### src/hw/rtl/vdi_pkg.sv
// Shared constants and types for the vertex dedup indexer.
// No dependencies.
package vdi_pkg;

  localparam int MAX_VERTICES = 4096;
  localparam int HASH_BUCKETS = 4096;
  localparam int WORDS        = 9;
  localparam int IDX_W        = $clog2(MAX_VERTICES);
  localparam int CNT_W        = IDX_W + 1;
  localparam int BKT_W        = $clog2(HASH_BUCKETS);
  localparam int STEP_W       = $clog2(WORDS);
  localparam int OUT_IDX_W    = 12;

  localparam logic [31:0] HASH_INIT = 32'h811C9DC5;
  localparam logic [31:0] HASH_MUL  = 32'h9E3779B1;

  localparam logic CMD_VERTEX = 1'b0;
  localparam logic CMD_CLEAR  = 1'b1;

  typedef logic [WORDS-1:0][31:0] vtx_t;

  typedef struct packed {
    logic              cmd;
    logic [BKT_W-1:0]  bucket;
    vtx_t              words;
  } req_t;

  typedef struct packed {
    vtx_t              words;
    logic [BKT_W-1:0]  bucket;
    logic [CNT_W-1:0]  link;
  } entry_t;

endpackage

### src/hw/rtl/vdi_queue.sv
// Two-entry request queue between front and back ends.
// Depends on vdi_pkg.
module vdi_queue (
  input  logic           clk,
  input  logic           rst_n,
  input  logic           push,
  input  vdi_pkg::req_t  din,
  input  logic           pop,
  output vdi_pkg::req_t  dout,
  output logic           full,
  output logic           empty
);
  import vdi_pkg::*;

  req_t       mem_r [2];
  logic       wp_r, rp_r;
  logic [1:0] cnt_r;

  assign full  = (cnt_r == 2'd2);
  assign empty = (cnt_r == 2'd0);
  assign dout  = mem_r[rp_r];

  always_ff @(posedge clk) begin
    if (push) begin
      mem_r[wp_r] <= din;
    end
  end

  always_ff @(posedge clk) begin
    if (!rst_n) begin
      wp_r  <= 1'b0;
      rp_r  <= 1'b0;
      cnt_r <= 2'd0;
    end else begin
      if (push) wp_r <= ~wp_r;
      if (pop)  rp_r <= ~rp_r;
      cnt_r <= cnt_r + {1'b0, push} - {1'b0, pop};
    end
  end

endmodule

### config.mk
export PLATFORM = sky130hd
export DESIGN_NAME = vdi_queue
export DESIGN_NICKNAME = d
export VERILOG_FILES = /design/src/hw/rtl/vdi_pkg.sv /design/src/hw/rtl/vdi_queue.sv
export SDC_FILE = /design/constraint.sdc
export NUM_CORES = 1
export LEC_CHECK = 0
export BUFFER_PORTS_ARGS = -buffer_cell sky130_fd_sc_hd__buf_4
export CELL_PAD_IN_SITES_DETAIL_PLACEMENT = 1
export CELL_PAD_IN_SITES_GLOBAL_PLACEMENT = 1
export CORE_UTILIZATION = 35
export CTS_CLUSTER_DIAMETER = 60
export DETAILED_ROUTE_END_ITERATION = 8
export HOLD_SLACK_MARGIN = 0.06
export PLACE_DENSITY = 0.66
export RECOVER_POWER = 50
export SYNTH_ARGS = -nofsm -noshare
export SYNTH_HDL_FRONTEND = slang
export SYNTH_SLANG_ARGS = --single-unit
### constraint.sdc
create_clock -name clk -period 19 [get_ports clk]
set_input_delay 0 -clock clk [delete_from_list [all_inputs] [get_ports clk]]
set_output_delay 0 -clock clk [all_outputs]
set_load 0.005 [all_outputs]
==> impl_metrics.toml <==
[power_and_ir_drop]
peakVddDrop_uv = 74.4
p_leak_nw = 11.6
powerDensity_nw_per_um2 = 99.5

[global_routing]
grt_start_max_net_pins = 167
grt_pass1_wl_um = 87600
antenna_found_initial = 7
grt_usage_pct = 18.4
grt_pass1_vias = 14400
grt-ovfl-total = 0

[setup_path]
crit_required_ps = 19190
worstReg2RegStart = "wp_r"
timing.rr.end = "mem_r[1][78]"
worst_setup_path_start_kind = "flop"
crit_arrival_ps = 5500
path_class = "flop to flop"
r2r_setup_slack_ps = 13700
ff2ff_path_depth = 2
cp-end-kind = "flop"
cp_max_fo = 73

[sta]
relSlewSlack_pct = -203
setup-tns-final_ps = 0
drv_slew = 160
clock.fmax_mhz = 189
tightest_slew_ps = 4550
finalHoldViolCount = 0
setup_slack_ps = 13700
fin_crit_sh_pct = 27.9
finClkSkew_ps = 30.8
hold_ws_ps = 142
period_needed_ps = 5300
finalSetupViolCount = 0
rsz0062_at_grt = "no"

[yosys]
ys_warn_count = 0
synth_top_area_share_pct = 82.0
yosys-top-cells-area = "edfxtp_1, mux2_2, buf_6"
synth_nets = 1264
ys_seq_elements = 607
synthDistinctLibCells = 13
syn_inst = 957
yosysSeqAreaShare_pct = 82.4
synth.largest_area_cell = "edfxtp_1"
avgSynthCellArea_um2 = 23.0
syn-cell-area_um2 = 22100

[routing]
via_per_inst = 4.54
vias = 12700
drc = 0
drt-pass1-iter-count = 6
finalWirelength_um = 60000
first_iter_violations = 595
wl_per_cell_um = 21.4
drtAntennaViolNets = 0

[layout]
multi_input_area_um2 = 3510
regArea_um2 = 18200
drive_gt1_share_pct = 44.1
design_area_um2 = 32000
layout.nets = 2220
syn_to_final_growth_pct = 45.2
stdcell_count = 2805
fillers = 5900

[clock_tree]
cts_made_buffers = 67
cts_max_level = 3
clkSinkCount = 607
max-clock-path-buffers = 3
insertion_delay_ps = 600
cts_tree = "yes"
cts-root-buf = "clkbuf_16"
postCtsSetupBuffers = 0
path_clk_slew_ps = 70

[hold_path]
holdPathEnd = "mem_r[0][39]"
min_path_cells = 2
min_path_type = "input pin to flop"
min_from = "din[39]"

[place]
place_inst = 2376
io_buffers = 607
post-place-ws_ps = 15660
placed_area_um2 = 27400
place.gp.congestion = 0.750
dp_hpwl_um = 35800

[floorplanning]
start_util_pct = 35.6
ios = 608
fp.dieH_um = 253
die-area_um2 = 64000
row_count = 91
die-width_um = 253
core_area_um2 = 61900

[run_status]
violations = "max-capacitance violations, max-slew violations"
status = "finished, violations left"

[job]
drv_cap = 3
-- per-stage QoR --
stage / util [%] / power, W
after floorplan: - / 0.00176
after global placement: 44.2 / 0.00193
after detailed placement: 44.2 / 0.00194
after CTS: 52.5 / 0.00323
after global routing: 51.7 / 0.00330
final: 51.7 / 0.00319
-- final cells by class --
cell class / count / share of cell area (%)
clock buffers: 80 / 5.52
well taps: 837 / 3.27
repair buffers: 920 / 22.5
clock inverters: 38 / 0.961
diodes: 6 / 0.0469
flip-flops and latches: 607 / 56.8
inverters: 2 / 0.0234
multi-input cells: 315 / 10.9
-- metal layers --
layer / global-route usage (%) / wire length (um) / part of all wire (%) / vias to the layer above
li1: - / - / - / 5770
met1: 19.3 / 20900 / 35 / 6393
met2: 33.8 / 32500 / 54 / 455
met3: 5.96 / 4750 / 7.9 / 107
met4: 7.12 / 1860 / 3.1 / 2
met5: 0 / 10 / 0.017 / -
-- critical path, cell delays in order (launching register included) --
cell     delay, ps
dfxtp_1        350
and2_0        3230
buf_4         1140
-- power by group --
group | total, W | internal, W | switching (W)
Combinational | 0.000377 | 0.000213 | 0.000164
Clock | 0.00124 | 0.000709 | 0.000527
Sequential | 0.00157 | 0.00155 | 0.0000224
Total | 0.00319 | 0.00247 | 0.000713
-- timing repair --
action                    CTS  global route
hold endpoints to repair  630             0
gates resized for setup     0             0
hold buffers              305             0
-- synthesized netlist by cell type, drive strengths merged --
cell and number:
buf 33, nor2 1, inv 2, edfxtp 602, nor2b 4, and2 4
ha 2, xnor3 1, dfxtp 5, o21a 1, mux2 301, xor2 1
-- sequential cells by signal (all words and copies together), names as in the netlist, named ones only --
name   flops
mem_r    602
rp_r       1
wp_r       1
cnt_r      2
-- cell usage in the layout (no fill, tap or decap), types with 3 or more instances in the layout --
cell type        n
edfxtp_1       602
dlygate4sd3_1  305
mux2_2         292
buf_4          258
clkbuf_4       223
clkbuf_1       142
clkbuf_16       69
clkinv_1        16
clkinv_2        11
mux2_1           9
diode_2          6
dfxtp_1          5
and2_0           4
nor2b_1          4
clkinv_8         4
bufinv_16        3
-- worst max-delay path by stage --
stage	cells past startpoint	end	from	slack, ps
3_5_place_dp	3	mem_r[0][104]	wp_r	15660
3_3_place_gp	3	mem_r[0][104]	wp_r	15660
5_1_grt	2	mem_r[1][78]	wp_r	13260
4_1_cts	3	mem_r[0][73]	wp_r	15630
6_report	2	mem_r[1][78]	wp_r	13700
2_1_floorplan	2	wp_r	wp_r	4400
-- cells by family (layout without fill, tap and decap cells) --
group | Yosys count | count (layout) | share of synthesized area [%]
compound gates | 1 | 1 | 0.0340
xor+xnor | 2 | 2 | 0.142
fa+ha+maj | 2 | 2 | 0.113
buf+inv | 35 | 1040 | 1.69
flops | 607 | 607 | 82.4
mux | 301 | 301 | 15.4
other cells | 0 | 6 | 0
simple gates | 9 | 9 | 0.244
Power figures use the tool's default switching activity.
