$ cat config.mk
export PLATFORM = sky130hd
export DESIGN_NAME = vdi_front
export DESIGN_NICKNAME = d
export VERILOG_FILES = /design/src/hw/rtl/vdi_pkg.sv /design/src/hw/rtl/vdi_front.sv
export SDC_FILE = /design/constraint.sdc
export NUM_CORES = 1
export LEC_CHECK = 0
export ABC_AREA = 1
export BUFFER_PORTS_ARGS = -buffer_cell sky130_fd_sc_hd__buf_2
export CORE_MARGIN = 8
export CORE_UTILIZATION = 49
export DETAILED_ROUTE_END_ITERATION = 8
export PLACE_DENSITY = 0.78
export SYNTH_ARGS = -nofsm -noshare
export SYNTH_HDL_FRONTEND = slang
export SYNTH_SLANG_ARGS = --single-unit
$ cat constraint.sdc
create_clock -name clk -period 12.6 [get_ports clk]
set_input_delay 0 -clock clk [delete_from_list [all_inputs] [get_ports clk]]
set_output_delay 0 -clock clk [all_outputs]
set_load 0.05 [all_outputs]
$ cat src/hw/rtl/vdi_pkg.sv
// Shared constants and types for the vertex dedup indexer.
// No dependencies.
package vdi_pkg;

  localparam int MAX_VERTICES = 4096;
  localparam int HASH_BUCKETS = 4096;
  localparam int WORDS        = 9;
  localparam int IDX_W        = $clog2(MAX_VERTICES);
  localparam int CNT_W        = IDX_W + 1;
  localparam int BKT_W        = $clog2(HASH_BUCKETS);
  localparam int STEP_W       = $clog2(WORDS);
  localparam int OUT_IDX_W    = 12;

  localparam logic [31:0] HASH_INIT = 32'h811C9DC5;
  localparam logic [31:0] HASH_MUL  = 32'h9E3779B1;

  localparam logic CMD_VERTEX = 1'b0;
  localparam logic CMD_CLEAR  = 1'b1;

  typedef logic [WORDS-1:0][31:0] vtx_t;

  typedef struct packed {
    logic              cmd;
    logic [BKT_W-1:0]  bucket;
    vtx_t              words;
  } req_t;

  typedef struct packed {
    vtx_t              words;
    logic [BKT_W-1:0]  bucket;
    logic [CNT_W-1:0]  link;
  } entry_t;

endpackage

$ cat src/hw/rtl/vdi_front.sv
// Front end: accepts vertex and clear requests and hashes a vertex's nine words to a bucket.
// Depends on vdi_pkg.
module vdi_front (
  input  logic           clk,
  input  logic           rst_n,
  input  logic           start,
  output logic           busy,
  input  logic           in_cmd,
  input  vdi_pkg::vtx_t  in_words,
  input  logic           q_full,
  output logic           q_push,
  output vdi_pkg::req_t  q_din
);
  import vdi_pkg::*;

  logic              busy_r, busy_nxt;
  logic              done_r, done_nxt;
  logic [STEP_W-1:0] step_r, step_nxt;
  logic              cmd_r;
  vtx_t              words_r;
  logic [31:0]       m_r;
  logic [31:0]       h_cur, h_fin;
  logic              accept;

  assign busy   = busy_r;
  assign accept = start && !busy_r;
  assign h_cur  = (step_r == '0) ? HASH_INIT : (m_r ^ (m_r >> 15));
  assign h_fin  = m_r ^ (m_r >> 15);
  assign q_push = busy_r && done_r && !q_full;

  always_comb begin
    q_din.cmd    = cmd_r;
    q_din.bucket = h_fin[BKT_W-1:0];
    q_din.words  = words_r;
  end

  always_comb begin
    busy_nxt = busy_r;
    done_nxt = done_r;
    step_nxt = step_r;
    if (accept) begin
      busy_nxt = 1'b1;
      done_nxt = (in_cmd == CMD_CLEAR);
      step_nxt = '0;
    end else if (busy_r && !done_r) begin
      if (step_r == STEP_W'(WORDS - 1)) begin
        done_nxt = 1'b1;
      end
      step_nxt = step_r + 1'b1;
    end else if (q_push) begin
      busy_nxt = 1'b0;
      done_nxt = 1'b0;
    end
  end

  always_ff @(posedge clk) begin
    if (!rst_n) begin
      busy_r <= 1'b0;
      done_r <= 1'b0;
      step_r <= '0;
    end else begin
      busy_r <= busy_nxt;
      done_r <= done_nxt;
      step_r <= step_nxt;
    end
  end

  always_ff @(posedge clk) begin
    if (accept) begin
      cmd_r   <= in_cmd;
      words_r <= in_words;
    end else if (busy_r && !done_r) begin
      m_r <= 32'((h_cur ^ words_r[step_r]) * HASH_MUL);
    end
  end

endmodule

==> impl_metrics.toml <==
[clock_network]
postCtsSetupBuffers = 0
cts_resized = 0
cts_made_buffers = 36
htree_levels = 2
cts_hold_buf = 293
clk_path_buf_depth = 3
clk_latency_ns = 0.57
cts_root_buf = "clkbuf_16"
cts_tree = "yes"
clock_sinks = 327
path_clk_slew_ns = 0.06

[timing]
skew_ns = 0.0196
period_share_pct = 74.8
rsz0062_at_grt = "no"
fmax_ghz = 0.106
worst_pin_slew_ns = 1.14
final.setup.tns_ns = 0
maxSlewViolCount = 0
setup_viol = 0
post-route-min-period_ns = 9.42
slew_headroom_pct = 24.1
hold_viol = 0

[die]
core_um2 = 45300
rows = 78
io-pin-count = 596
die_height_um = 230
die_w_um = 230
floorplan.initialDensity_pct = 49.6
dieArea_um2 = 52900

[setup_path]
cp_slowest_cell = "dfxtp_4"
worstPathMaxFanout = 73
cp-startpoint = "step_r[0]$_SDFFE_PP0P_"
slowest_delay_ns = 0.72
crit_arrival_ns = 9.74
crit-reg2reg-launch = "step_r[0]$_SDFFE_PP0P_"
crit_path_end_kind = "register"
startpoint_type = "register"
crit_required_ns = 12.92
crit_type = "register to register"

[place]
portBuffers = 595
placedCellCount = 3275
dp_hpwl_um = 76000
gp_congestion = 1.03

[cells_and_area]
multi_input_area_um2 = 10800
fin_nets = 3680
seqCellArea_um2 = 9760
drive_gt1_share_pct = 22.7
syn2layout_area_growth_pct = 33.8
num-fill-cells = 3272
final_cells = 3637

[grt]
grt_pass1_vias = 21400
grt_overflow_total = 0
grt_antenna_before_repair = 14
grt_usage_pct = 37.5
grt_max_degree = 190
grt_pass1_wl_um = 145000

[synthesis]
syn_area_per_cell_um2 = 10.5
synth_edf_count = 321
seq_area_frac_synth_pct = 43.5
ys_seq_elements = 327
yosys_warnings = 0
netlist_instances = 2131
synthesis.area_um2 = 22500
synth_cell_type_count = 41
synth_top_flop_cell = "edfxtp_1"
syn_nets = 2805
postSynth.asyncResetShare_pct = 0

[outcome]
outcome = "finished clean"

[routing]
route.detailed.drc = 0
ant_nets = 0
drtPass1Iterations = 9
routed_wl_um = 102000
vias = 20900
viasPerCell = 5.74
wire_per_inst_um = 28.1
first_iter_violations = 2877

[job]
drv_cap = 0

[worst_hold_path]
min_path_type = "input pin to register"
hold_path.startpoint = "in_words[0]"
[metrics by stage]
| stage | instance area, µm² | setup slack (ns) | hold slack (ns) | util (%) |
|---|---|---|---|---|
| final | 30100 | 3.18 | 0.130 | 66.4 |
| after global routing | 30100 | 2.64 | 0.127 | 66.4 |
| after CTS | 30000 | 3.40 | 0.114 | 66.3 |
| after detailed placement | 26000 | 3.42 | 0.178 | 57.4 |
| after global placement | 26000 | 3.56 | 0.176 | 57.4 |
| after floorplan | 22500 | 3.74 | 0.0989 | - |
[cells in the final DEF (no fill, tap or decap), drive strengths merged, types with 41 or more instances in the layout]
cell type / n
buf: 610
inv: 424
nand2: 388
edfxtp: 321
dlygate4sd3: 293
fa: 198
ha: 183
nor2: 134
nand3: 124
o21ai: 91
xor2: 42
clkbuf: 41
[path summary, 6_finish.rpt]
| kind | to | slack (ns) | depth (start not counted) |
|---|---|---|---|
| max | m_r[30]$_DFFE_PP_ | 3.18 | 33 |
| min | q_din[0]$_DFFE_PP_ | 0.13 | 2 |
| max reg2reg | m_r[30]$_DFFE_PP_ | 3.18 | 33 |
| min reg2reg | step_r[2]$_SDFFE_PP0P_ | 0.67 | 3 |
[synthesized netlist by cell type (8+ instances only)]
library cell / number / area share (%)
nand3_1: 123 / 2.7
edfxtp_1: 321 / 43
or2_2: 8 / 0.22
a21oi_1: 29 / 0.65
nand4_1: 23 / 0.64
ha_1: 183 / 10
nor2_1: 132 / 2.2
clkbuf_1: 25 / 0.42
buf_4: 24 / 0.80
o22ai_1: 36 / 1.0
nand2_1: 381 / 6.4
o21ai_0: 90 / 2.0
xnor2_1: 30 / 1.2
buf_2: 16 / 0.36
fa_1: 198 / 18
inv_1: 418 / 7.0
xor2_1: 42 / 1.6
[final cells by class]
| type | instances | share of cell area, % |
|---|---|---|
| sequential | 327 | 32.5 |
| timing repair buffer | 903 | 20.1 |
| antenna | 9 | 0.0749 |
| inverter | 421 | 5.27 |
| clock buffer | 41 | 3.13 |
| tap | 600 | 2.50 |
| clock inverter | 19 | 0.629 |
| multi-input combinational | 1317 | 35.8 |
[metal layers]
metal / vias up / share of wire (%) / GRT usage, %
li1: 8626 / - / -
met1: 10000 / 35 / 45.8
met2: 1837 / 44 / 57.9
met3: 401 / 15 / 14.6
met4: 4 / 6.2 / 18.1
met5: - / 0.025 / 0
[critical path: cells and delay by family (launching register included)]
family / cells / cell delay (ns)
flip-flops: 1 / 0.72
AO/OA/AOI/OAI: 2 / 0.30
buffers and inverters: 9 / 1.54
AND/OR/NAND/NOR: 11 / 1.92
adder cells (fa/ha/maj): 9 / 3.79
XOR/XNOR: 2 / 0.76
[sequential cells by signal, summed over array words and instances, names as in the netlist]
register	count
step_r	4
cmd_r	1
q_din	288
busy	1
done_r	1
m_r	32
[cells by family (layout without fill, tap and decap cells)]
group	after synthesis	after routing	synth area share, %
compound gates	174	174	4.30
simple gates	689	689	12.8
other cells	0	9	0
xor+xnor	73	73	2.88
buf+inv	487	1384	8.67
fa+ha+maj	381	381	27.8
flops	327	327	43.5
Power is left out: the tool's default activity adds up to more than one toggle a clock period on the data nets, which glitch-free logic cannot reach.
